### src/sv/mbtpd_pkg.sv
// shared types and constants for the multi-button two-phase debouncer
package mbtpd_pkg;

   localparam int NUM_BUTTONS = 32;
   localparam int MASK_W      = 32;
   localparam int TIME_W      = 32;
   localparam int CSR_ADDR_W  = 3;
   localparam int CSR_DATA_W  = 32;

   // register index, taken from csr_paddr[2]
   localparam logic REG_FIRST_WAIT  = 1'b0;
   localparam logic REG_SECOND_WAIT = 1'b1;

   typedef struct packed {
      logic [TIME_W-1:0] first_wait_us;
      logic [TIME_W-1:0] second_wait_us;
   } cfg_type;

   typedef struct packed {
      logic              step;
      logic [TIME_W-1:0] now_us;
   } lane_ctl_type;

endpackage

### src/sv/multi_button_two_phase_debouncer.sv
// top level: input word register, per-button lanes and result handshake
// an accepted word is registered, then updates the lanes once the result slot is free
// throughput: one word per cycle while rsp_tready stays high
// the lane state registers double as the result register; a stalled result holds them
// synchronous reset clears both channels' valid flags, every lane to idle and released,
// and both wait thresholds to zero
module multi_button_two_phase_debouncer (
   input  logic                                                clock,
   input  logic                                                reset,
   // req_tdata: sample_mask [31:0], now_us [63:32]
   input  logic                                                req_tvalid,
   output logic                                                req_tready,
   input  logic [mbtpd_pkg::MASK_W+mbtpd_pkg::TIME_W-1:0]      req_tdata,
   // rsp_tdata: stable_mask [31:0]
   output logic                                                rsp_tvalid,
   input  logic                                                rsp_tready,
   output logic [mbtpd_pkg::MASK_W-1:0]                        rsp_tdata,
   input  logic                                                csr_psel,
   input  logic                                                csr_penable,
   input  logic                                                csr_pwrite,
   input  logic [mbtpd_pkg::CSR_ADDR_W-1:0]                    csr_paddr,
   input  logic [mbtpd_pkg::CSR_DATA_W-1:0]                    csr_pwdata,
   output logic [mbtpd_pkg::CSR_DATA_W-1:0]                    csr_prdata,
   output logic                                                csr_pready
);

   mbtpd_pkg::cfg_type              cfg;
   mbtpd_pkg::lane_ctl_type         lane_ctl;

   logic                            in_valid_ff, in_valid_in;
   logic [mbtpd_pkg::MASK_W-1:0]    sample_ff;
   logic [mbtpd_pkg::TIME_W-1:0]    now_ff;
   logic                            rsp_valid_ff, rsp_valid_in;
   logic                            advance;
   logic                            step;
   logic [mbtpd_pkg::MASK_W-1:0]    stable_mask;

   mbtpd_csr u_csr (
      .clock       (clock),
      .reset       (reset),
      .csr_psel    (csr_psel),
      .csr_penable (csr_penable),
      .csr_pwrite  (csr_pwrite),
      .csr_paddr   (csr_paddr),
      .csr_pwdata  (csr_pwdata),
      .csr_prdata  (csr_prdata),
      .csr_pready  (csr_pready),
      .cfg         (cfg)
   );

   // result slot is free or being emptied this cycle
   assign advance    = ~rsp_valid_ff | rsp_tready;
   assign step       = in_valid_ff & advance;
   assign req_tready = ~in_valid_ff | advance;

   assign in_valid_in  = req_tready ? req_tvalid : in_valid_ff;
   assign rsp_valid_in = step | (rsp_valid_ff & ~rsp_tready);

   always_ff @(posedge clock) begin
      if (reset) begin
         in_valid_ff  <= 1'b0;
         rsp_valid_ff <= 1'b0;
      end else begin
         in_valid_ff  <= in_valid_in;
         rsp_valid_ff <= rsp_valid_in;
      end
   end

   always_ff @(posedge clock) begin
      if (req_tready & req_tvalid) begin
         sample_ff <= req_tdata[mbtpd_pkg::MASK_W-1:0];
         now_ff    <= req_tdata[mbtpd_pkg::MASK_W+mbtpd_pkg::TIME_W-1:mbtpd_pkg::MASK_W];
      end
   end

   assign lane_ctl.step   = step;
   assign lane_ctl.now_us = now_ff;

   for (genvar i = 0; i < mbtpd_pkg::MASK_W; i++) begin : g_lane
      if (i < mbtpd_pkg::NUM_BUTTONS) begin : g_used
         mbtpd_lane u_lane (
            .clock  (clock),
            .reset  (reset),
            .ctl    (lane_ctl),
            .cfg    (cfg),
            .sample (sample_ff[i]),
            .stable (stable_mask[i])
         );
      end else begin : g_unused
         assign stable_mask[i] = 1'b0;
      end
   end

   assign rsp_tvalid = rsp_valid_ff;
   assign rsp_tdata  = stable_mask;

endmodule

### src/sv/mbtpd_csr.sv
// configuration registers behind the apb-style port
module mbtpd_csr (
   input  logic                                clock,
   input  logic                                reset,
   input  logic                                csr_psel,
   input  logic                                csr_penable,
   input  logic                                csr_pwrite,
   input  logic [mbtpd_pkg::CSR_ADDR_W-1:0]    csr_paddr,
   input  logic [mbtpd_pkg::CSR_DATA_W-1:0]    csr_pwdata,
   output logic [mbtpd_pkg::CSR_DATA_W-1:0]    csr_prdata,
   output logic                                csr_pready,
   output mbtpd_pkg::cfg_type                  cfg
);

   mbtpd_pkg::cfg_type cfg_ff, cfg_in;
   logic               wr_en;
   logic               reg_sel;

   assign csr_pready = 1'b1;
   assign wr_en      = csr_psel & csr_penable & csr_pwrite & csr_pready;
   assign reg_sel    = csr_paddr[2];

   always_comb begin
      cfg_in = cfg_ff;
      if (wr_en) begin
         unique case (reg_sel)
            mbtpd_pkg::REG_FIRST_WAIT:  cfg_in.first_wait_us  = csr_pwdata;
            mbtpd_pkg::REG_SECOND_WAIT: cfg_in.second_wait_us = csr_pwdata;
            default:                    cfg_in = cfg_ff;
         endcase
      end
   end

   // reads with nonzero low address bits return zero; only csr_paddr[2] selects the word
   always_comb begin
      unique case (reg_sel)
         mbtpd_pkg::REG_FIRST_WAIT:  csr_prdata = cfg_ff.first_wait_us;
         mbtpd_pkg::REG_SECOND_WAIT: csr_prdata = cfg_ff.second_wait_us;
         default:                    csr_prdata = '0;
      endcase
      if (csr_paddr[1:0] != 2'b00) begin
         csr_prdata = '0;
      end
   end

   always_ff @(posedge clock) begin
      if (reset) begin
         cfg_ff <= '0;
      end else begin
         cfg_ff <= cfg_in;
      end
   end

   assign cfg = cfg_ff;

endmodule

### src/sv/mbtpd_lane.sv
// debounce state machine for one button bit
module mbtpd_lane (
   input  logic                      clock,
   input  logic                      reset,
   input  mbtpd_pkg::lane_ctl_type   ctl,
   input  mbtpd_pkg::cfg_type        cfg,
   input  logic                      sample,
   output logic                      stable
);

   localparam logic [1:0] PH_IDLE  = 2'd0;
   localparam logic [1:0] PH_WAIT1 = 2'd1;
   localparam logic [1:0] PH_WAIT2 = 2'd2;

   logic [1:0]                    phase_ff, phase_in;
   logic                          stable_ff, stable_in;
   logic                          cand_ff, cand_in;
   logic [mbtpd_pkg::TIME_W-1:0]  start_ff, start_in;
   logic [mbtpd_pkg::TIME_W-1:0]  elapsed;
   logic [mbtpd_pkg::TIME_W-1:0]  limit;

   // wrapping difference handles timer rollover
   assign elapsed = ctl.now_us - start_ff;
   assign limit   = (phase_ff == PH_WAIT1) ? cfg.first_wait_us : cfg.second_wait_us;

   always_comb begin
      phase_in  = phase_ff;
      stable_in = stable_ff;
      cand_in   = cand_ff;
      start_in  = start_ff;
      unique case (phase_ff) inside
         PH_IDLE: begin
            if (sample != stable_ff) begin
               cand_in  = sample;
               start_in = ctl.now_us;
               phase_in = PH_WAIT1;
            end
         end
         PH_WAIT1, PH_WAIT2: begin
            if (sample != cand_ff) begin
               // bounce: restart timing under the second threshold
               cand_in  = sample;
               start_in = ctl.now_us;
               phase_in = PH_WAIT2;
            end else if (elapsed >= limit) begin
               stable_in = cand_ff;
               phase_in  = PH_IDLE;
            end
         end
         default: phase_in = PH_IDLE;
      endcase
   end

   always_ff @(posedge clock) begin
      if (reset) begin
         phase_ff  <= PH_IDLE;
         stable_ff <= 1'b0;
         cand_ff   <= 1'b0;
      end else if (ctl.step) begin
         phase_ff  <= phase_in;
         stable_ff <= stable_in;
         cand_ff   <= cand_in;
      end
   end

   always_ff @(posedge clock) begin
      if (ctl.step) begin
         start_ff <= start_in;
      end
   end

   assign stable = stable_ff;

endmodule

### config.mk
export PLATFORM = sky130hd
export DESIGN_NAME = multi_button_two_phase_debouncer
export DESIGN_NICKNAME = d
export VERILOG_FILES = /design/src/sv/mbtpd_pkg.sv /design/src/sv/multi_button_two_phase_debouncer.sv /design/src/sv/mbtpd_csr.sv /design/src/sv/mbtpd_lane.sv
export SDC_FILE = /design/constraint.sdc
export NUM_CORES = 2
export LEC_CHECK = 0
export BUFFER_PORTS_ARGS = -buffer_cell sky130_fd_sc_hd__buf_2
export CORE_UTILIZATION = 32
export DETAILED_ROUTE_END_ITERATION = 6
export PLACE_DENSITY = 0.56
export SLEW_MARGIN = 20
export SYNTH_ARGS = -nofsm -noshare
export SYNTH_HDL_FRONTEND = slang
export SYNTH_SLANG_ARGS = --single-unit
### constraint.sdc
create_clock -name clock -period 7 [get_ports clock]
set_clock_uncertainty 0.15 [all_clocks]
set_input_delay 1.05 -clock clock [delete_from_list [all_inputs] [get_ports clock]]
set_output_delay 1.05 -clock clock [all_outputs]
set_load 0.005 [all_outputs]
* Yosys cells after proc, flatten, opt, wreduce, memory -nomap -nowiden
Cells that the tools add are included.
** Word-level totals
- Latch bits :: 0
- Bits in registers :: 1282
- Bits of input ports :: 106
- RAM bits :: 0
- Output and inout port bits :: 67
- Memory bits (read-only) :: 0
- Memories kept :: 0
** Cells by class
- Div/mod/pow operators :: 0
- Bitwise operators :: 44
- $mul :: 0
- Reductions and logical operators :: 195
- Shift operators :: 0
- $lt $le $gt $ge :: 32
- Add/subtract/negate cells :: 32
- Mux-type cells :: 354
- Eq/ne operators :: 224
** Operators with widths (count)
- 32-bit 2-to-1 mux :: 97
- 32-bit case mux with 2 select lines :: 33
- 32-bit greater-or-equal comparator :: 32
- 32-bit subtractor :: 32
- 4-bit AND reduction :: 64
- 2-bit 2-to-1 mux :: 96
- 2-bit case mux with 2 select lines :: 32
- 3-bit by 1-bit != test with 1-bit output (second input constant) :: 32
- 3-bit AND reduction :: 32
- 2-bit nonzero test :: 33
- 2-bit by 1-bit == test with 1-bit output (second input constant) :: 32
- 2-bit == test (second input constant) :: 32
- 2-bit zero test :: 32
- 1-bit 2-to-1 mux :: 64
- 1-bit != test :: 64
- 2-bit by 1-bit != test with 1-bit output (second input constant) :: 32
- 2-bit != test (second input constant) :: 32
- 1-bit case mux with 2 select lines :: 32
- 2-bit OR reduction :: 32
- 1-bit inverter :: 36
- 1-bit bitwise AND :: 5
- 2-bit AND reduction :: 2
- 1-bit OR :: 3

* Longest topological paths before layout
- Depth after elaboration :: 6
- Gate-level depth with buffers :: 27
- Mapped depth without buffers :: 27

* Hierarchy
From an unflattened synthesis, not the netlist that was laid out.
** Second synthesis, totals
- Cells, all modules :: 14666
- Area total of the unflattened synthesis :: 135059.5 sq um
** Modules (own cells, without submodules)
- mbtpd_lane (g_lane[13].g_used.u_lane ...) :: sequential area each 1041.0 sq um, area an instance 3938.8 sq um, cells each 421, times used 14
- mbtpd_lane (g_lane[0].g_used.u_lane ...) :: sequential area each 1041.0 sq um, area an instance 4157.7 sq um, cells each 473, times used 10
- mbtpd_lane (g_lane[4].g_used.u_lane ...) :: sequential area each 1041.0 sq um, area an instance 4217.8 sq um, cells each 469, times used 5
- mbtpd_lane (g_lane[3].g_used.u_lane) :: sequential area each 1041.0 sq um, area an instance 4063.9 sq um, cells each 450, times used 1
- mbtpd_lane (g_lane[9].g_used.u_lane) :: sequential area each 1041.0 sq um, area an instance 4010.1 sq um, cells each 434, times used 1
- mbtpd_lane (g_lane[31].g_used.u_lane) :: sequential area each 1041.0 sq um, area an instance 3996.3 sq um, cells each 419, times used 1
- mbtpd_csr :: sequential area each 1281.2 sq um, area an instance 3154.3 sq um, cells each 320, times used 1
- multi_button_two_phase_debouncer :: sequential area each 1961.9 sq um, area an instance 2025.7 sq um, cells each 74, times used 1

* Worst setup path before layout
OpenSTA, ideal clock, no wires.
- Path type :: register to register
- Start :: reg now_ff[1] (netlist name)
- End :: reg g_lane[22].g_used.u_lane.phase_ff[0]
- Arrival :: 6.797 ns
- Slack :: -0.074 ns
- Setup time :: 0.128 ns
- Data required time :: 6.722 ns
- Stages on the path, launching flop included :: 23
- Path through :: edfxtp_1 -> ha_1 -> nor2b_1 -> o31a_1 -> o41a_1 -> a21oi_2 -> o21ai_2 -> a41oi_2 -> a21oi_1 -> a311o_1 -> a31o_1 -> a21oi_1 -> xnor2_1 -> ha_1 -> a21o_1 -> a21o_1 -> a21oi_1 -> o21ai_0 -> a21oi_1 -> nand3_1 -> o21ai_1 -> mux2i_1 -> nor2_1
** On the way
- Cells in the longest elaborated chain, start to end :: 4
** Ends and longest elaborated chain
- from (decl) :: RTL line multi_button_two_phase_debouncer.sv:32 : logic [mbtpd_pkg::TIME_W-1:0] now_ff;
- from (signal assigned) :: RTL line multi_button_two_phase_debouncer.sv:72 : now_ff <= req_tdata[mbtpd_pkg::MASK_W+mbtpd_pkg::TIME_W-1:mbtpd_pkg::MASK_W];
- 32-bit subtractor :: RTL line mbtpd_lane.sv:23 : assign elapsed = ctl.now_us - start_ff;
- 32-bit greater-or-equal comparator :: RTL line mbtpd_lane.sv:45 : end else if (elapsed >= limit) begin
- 3-bit by 1-bit != test with 1-bit output (no source line)
- 3-bit AND reduction (no source line)
- to (signal assigned) :: RTL line mbtpd_lane.sv:60 : phase_ff <= phase_in;
- to (decl) :: RTL line mbtpd_lane.sv:15 : logic [1:0] phase_ff, phase_in;
No other way between the ends.
A chain may end at the register's enable or synchronous reset.

* Worst setup path in the final report
- Start :: reg now_ff[0] (netlist name)
- End :: reg g_lane[10].g_used.u_lane.phase_ff[0]
** On the way
- Cells in the longest elaborated chain, start to end :: 4
** Ends and longest elaborated chain (RTL line)
- 32-bit subtractor :: mbtpd_lane.sv:23
- 32-bit greater-or-equal comparator :: mbtpd_lane.sv:45
- 3-bit by 1-bit != test with 1-bit output (no source line)
- 3-bit AND reduction (no source line)
- to (signal assigned) :: mbtpd_lane.sv:60
- to (decl) :: mbtpd_lane.sv:15
No other way between the ends.

==> results.sh <==
export IMPL_vias=104000
export IMPL_cp_start_kind="flop"
export IMPL_regToRegStartpoint="now_ff[0]"
export IMPL_p_leak_nw=58.8
export IMPL_cts_tree="yes"
export IMPL_hold_buffers=0
export IMPL_worst_slew_pin_slew_ns=1.18
export IMPL_synth_edf_count=1088
export IMPL_p_sw_frac=0.334
export IMPL_cts_sinks=1282
export IMPL_crit_fanout=19
export IMPL_drive_above_1_share=0.0733
export IMPL_critPathKind="flop to flop"
export IMPL_fin_setup_tns_ns=0
export IMPL_die_w_um=629
export IMPL_coreArea_um2=390000
export IMPL_synth_flop_cell="edfxtp_1"
export IMPL_drt_iter0_markers=9573
export IMPL_cp_required_ns=7.60
export IMPL_intPower_mw=17.8
export IMPL_worstSkewPairLatency_ns=0.91
export IMPL_first_global_vias=96900
export IMPL_power_per_cell_area_nw_per_um2=191
export IMPL_busiest_layer="met2"
export IMPL_die_area_um2=396000
export IMPL_h_tree_depth=4
export IMPL_rows=229
export IMPL_routabilityCongestion=0.920
export IMPL_clockBufferDepth=4
export IMPL_outcome="finished clean"
export IMPL_regToRegSetupSlack_ns=0.75
export IMPL_fin_crit_ns=6.25
export IMPL_dpl_hpwl_um=310000
export IMPL_antenna_found_initial=52
export IMPL_fin_area_um2=140000
export IMPL_cp_startpoint="now_ff[0]"
export IMPL_grt_max_degree=106
export IMPL_die_h_um=629
export IMPL_synth_cell_types=104
export IMPL_syn_inst=13500
export IMPL_critPathCaptureType="flop"
export IMPL_p_comb_frac=0.316
export IMPL_port_buffers=171
export IMPL_drt_wl_total_um=461000
export IMPL_fill_cells=39700
export IMPL_grt_ovfl_total=0
export IMPL_grtUsageMet2=0.360
export IMPL_synth_seq_cells=1282
export IMPL_ant_nets=0
export IMPL_hp_class="input pin to flop"
export IMPL_timing_hold_violations_final=0
export IMPL_dp_cells=18700
export IMPL_met1_usage=0.300
export IMPL_synth_area_leaders="edfxtp_1, ha_1, mux2i_1"
export IMPL_grt_usage=0.224
export IMPL_area_growth_pct=11.5
export IMPL_drc_errors=0
export IMPL_grt_pass1_wl_um=660000
export IMPL_ys_async_sr_fraction=0
export IMPL_ys_warn_count=0
export IMPL_clkPwrFrac=0.352
export IMPL_wire_per_inst_um=24.3
export IMPL_layout_cells_non_filler=19000
export IMPL_synth_area_um2=126000
export IMPL_avgSynthCellArea_um2=9.34
export IMPL_sequentialPowerShare=0.332
export IMPL_start_util=0.323
export IMPL_cts_resized=0
export IMPL_power_mw=26.8
export IMPL_hold_ws_ns=0.177
export IMPL_gr_usage_met3=0.0270
export IMPL_yosys_area_top_type="edfxtp_1"
export IMPL_nNetsFinal=15900
export IMPL_ys_seq_area_frac=0.290
export IMPL_max_slew_margin_rel=0.216
export IMPL_worstPathArrival_ns=6.85
export IMPL_rsz0062_at_grt="no"
export IMPL_finalCritPeriodShare=0.893
export IMPL_first_pass_iters=6
export IMPL_p_sw_mw=8.92
export IMPL_numCtsBuffers=168
export IMPL_report_final_slew_viol_count=0
export IMPL_max_freq_mhz=160
export IMPL_cp_endpoint="g_lane[10].g_used.u_lane.phase_ff[0]"
export IMPL_synth_net_count=15700
export IMPL_dpl_cell_area_um2=135000
export IMPL_cts_setup_buffers=0
export IMPL_reg2reg_to="g_lane[10].g_used.u_lane.phase_ff[0]"
export IMPL_netlist_area_leader_share=0.259
export IMPL_reg2regPathDepth=24
export IMPL_viasPerCell=5.47
export IMPL_maxCapViolCount=0
export IMPL_setup_viol=0
export IMPL_path_clk_slew_ns=0.06
export IMPL_ioPinCount=173
export IMPL_ir_worst_vdd_mv=0.167
export IMPL_ctsRootBufferMaster="clkbuf_16"
worst min-delay path by stage:
stage / slack, ns / endpoint / depth (start not counted) / startpoint
detailed placement: 0.32 / g_lane[20].g_used.u_lane.phase_ff[1] / 2 / g_lane[20].g_used.u_lane.phase_ff[1]
global route: 0.17 / now_ff[28] / 1 / req_tdata[60]
finish: 0.18 / sample_ff[0] / 1 / req_tdata[0]
global placement: 0.32 / g_lane[20].g_used.u_lane.phase_ff[1] / 2 / g_lane[20].g_used.u_lane.phase_ff[1]
CTS: 0.12 / sample_ff[0] / 1 / req_tdata[0]
floorplan: 0.30 / g_lane[20].g_used.u_lane.phase_ff[1] / 2 / g_lane[20].g_used.u_lane.phase_ff[1]
logic make-up (layout without fill, tap and decap cells):
logic type / Yosys count / in the layout / synth area share
compound gates: 3495 / 3495 / 0.180
simple gates: 2681 / 2681 / 0.103
fa+ha+maj: 2144 / 2144 / 0.215
buf+inv: 1787 / 2071 / 0.0543
flops: 1282 / 1282 / 0.290
mux: 1144 / 1144 / 0.0913
xor+xnor: 953 / 953 / 0.0663
other cells: 1 / 15 / 0.0000298
flip-flops by register name, summed over array words and instances (netlist names):
| signal | cells |
|---|---|
| g_lane.g_used.u_lane.cand_ff | 32 |
| u_csr.cfg | 64 |
| now_ff | 32 |
| rsp_tvalid | 1 |
| g_lane.g_used.u_lane.stable | 32 |
| in_valid_ff | 1 |
| g_lane.g_used.u_lane.phase_ff | 64 |
| sample_ff | 32 |
| g_lane.g_used.u_lane.start_ff | 1024 |
critical path, stage by stage, from the launching register on:
cell and delay, ns:
edfxtp_1 0.36, clkinv_2 0.63, ha_1 0.53, inv_1 0.07, fa_1 0.19, a21oi_1 0.07, o21bai_1 0.27, a211oi_1 0.17
o211ai_1 0.30, nand2_1 0.13, or4b_1 0.58, a31oi_1 0.26, o41a_1 0.25, xor2_1 0.17, ha_1 0.26, a21o_1 0.16
a21o_1 0.16, a21o_1 0.16, a21o_1 0.17, a21o_1 0.17, a221o_1 0.28, a31oi_1 0.22, a21oi_1 0.14, mux2i_1 0.17
nor2_1 0.05
per-layer routing:
metal  wire length [um]  up-vias
met5                 41        -
met4              23900        6
met3              33000      835
met2             202000     3731
met1             201000    49800
li1                   -    49400
metrics by stage:
stage | setup WS [ns] | utilization
after floorplan | 0.00410 | -
after global placement | 0.837 | 0.345
after detailed placement | 0.767 | 0.345
after CTS | 0.769 | 0.360
after global routing | 0.329 | 0.360
final | 0.746 | 0.360
cells in the mapped netlist, drive strengths merged (76+ instances only):
library cell / n
ha: 2112
inv: 1281
a21oi: 1154
mux2i: 1112
edfxtp: 1088
a21o: 886
nor2: 856
xnor2: 732
nand2: 583
o21ai: 495
clkbuf: 403
nand4: 241
xor2: 221
dfxtp: 194
o21a: 191
nor3: 187
nand3: 173
nand2b: 159
nor2b: 152
o21bai: 138
buf: 102
a211oi: 95
and2: 80
a31oi: 76
power by group through the flow:
stage / logic, mW / registers, mW / clock network [mW]
floorplan: 6.18 / 9.00 / 0
global placement: 8.27 / 9.04 / 0
detailed placement: 8.31 / 9.04 / 0
CTS: 8.38 / 8.88 / 9.59
global route: 9.45 / 8.90 / 9.81
finish: 8.46 / 8.88 / 9.42
cell type report:
cell class                      count  area (um^2)  share of cell area
Antenna cell                       14         35.0            0.000250
Sequential cell                  1282        36800               0.262
Multi-Input combinational cell  10400        82700               0.589
Clock buffer                      225         4820              0.0343
Tap cell                         5197         6500              0.0463
Clock inverter                     83         1010             0.00720
Timing Repair Buffer              481         3700              0.0264
Inverter                         1282         4810              0.0343
placed cells by master (no fill, tap or decap), types with 130 or more instances in the layout:
| cell type | instances |
|---|---|
| ha_1 | 2080 |
| inv_1 | 1280 |
| a21oi_1 | 1145 |
| mux2i_1 | 1112 |
| edfxtp_1 | 1088 |
| a21o_1 | 886 |
| nor2_1 | 854 |
| xnor2_1 | 732 |
| nand2_1 | 583 |
| o21ai_0 | 381 |
| buf_4 | 270 |
| nand4_1 | 241 |
| xor2_1 | 221 |
| o21a_1 | 189 |
| clkbuf_16 | 176 |
| nand3_1 | 172 |
| nor3_1 | 172 |
| buf_2 | 170 |
| nand2b_1 | 158 |
| nor2b_1 | 151 |
| o21bai_1 | 137 |
| dfxtp_1 | 130 |
Power figures use the tool's default switching activity.
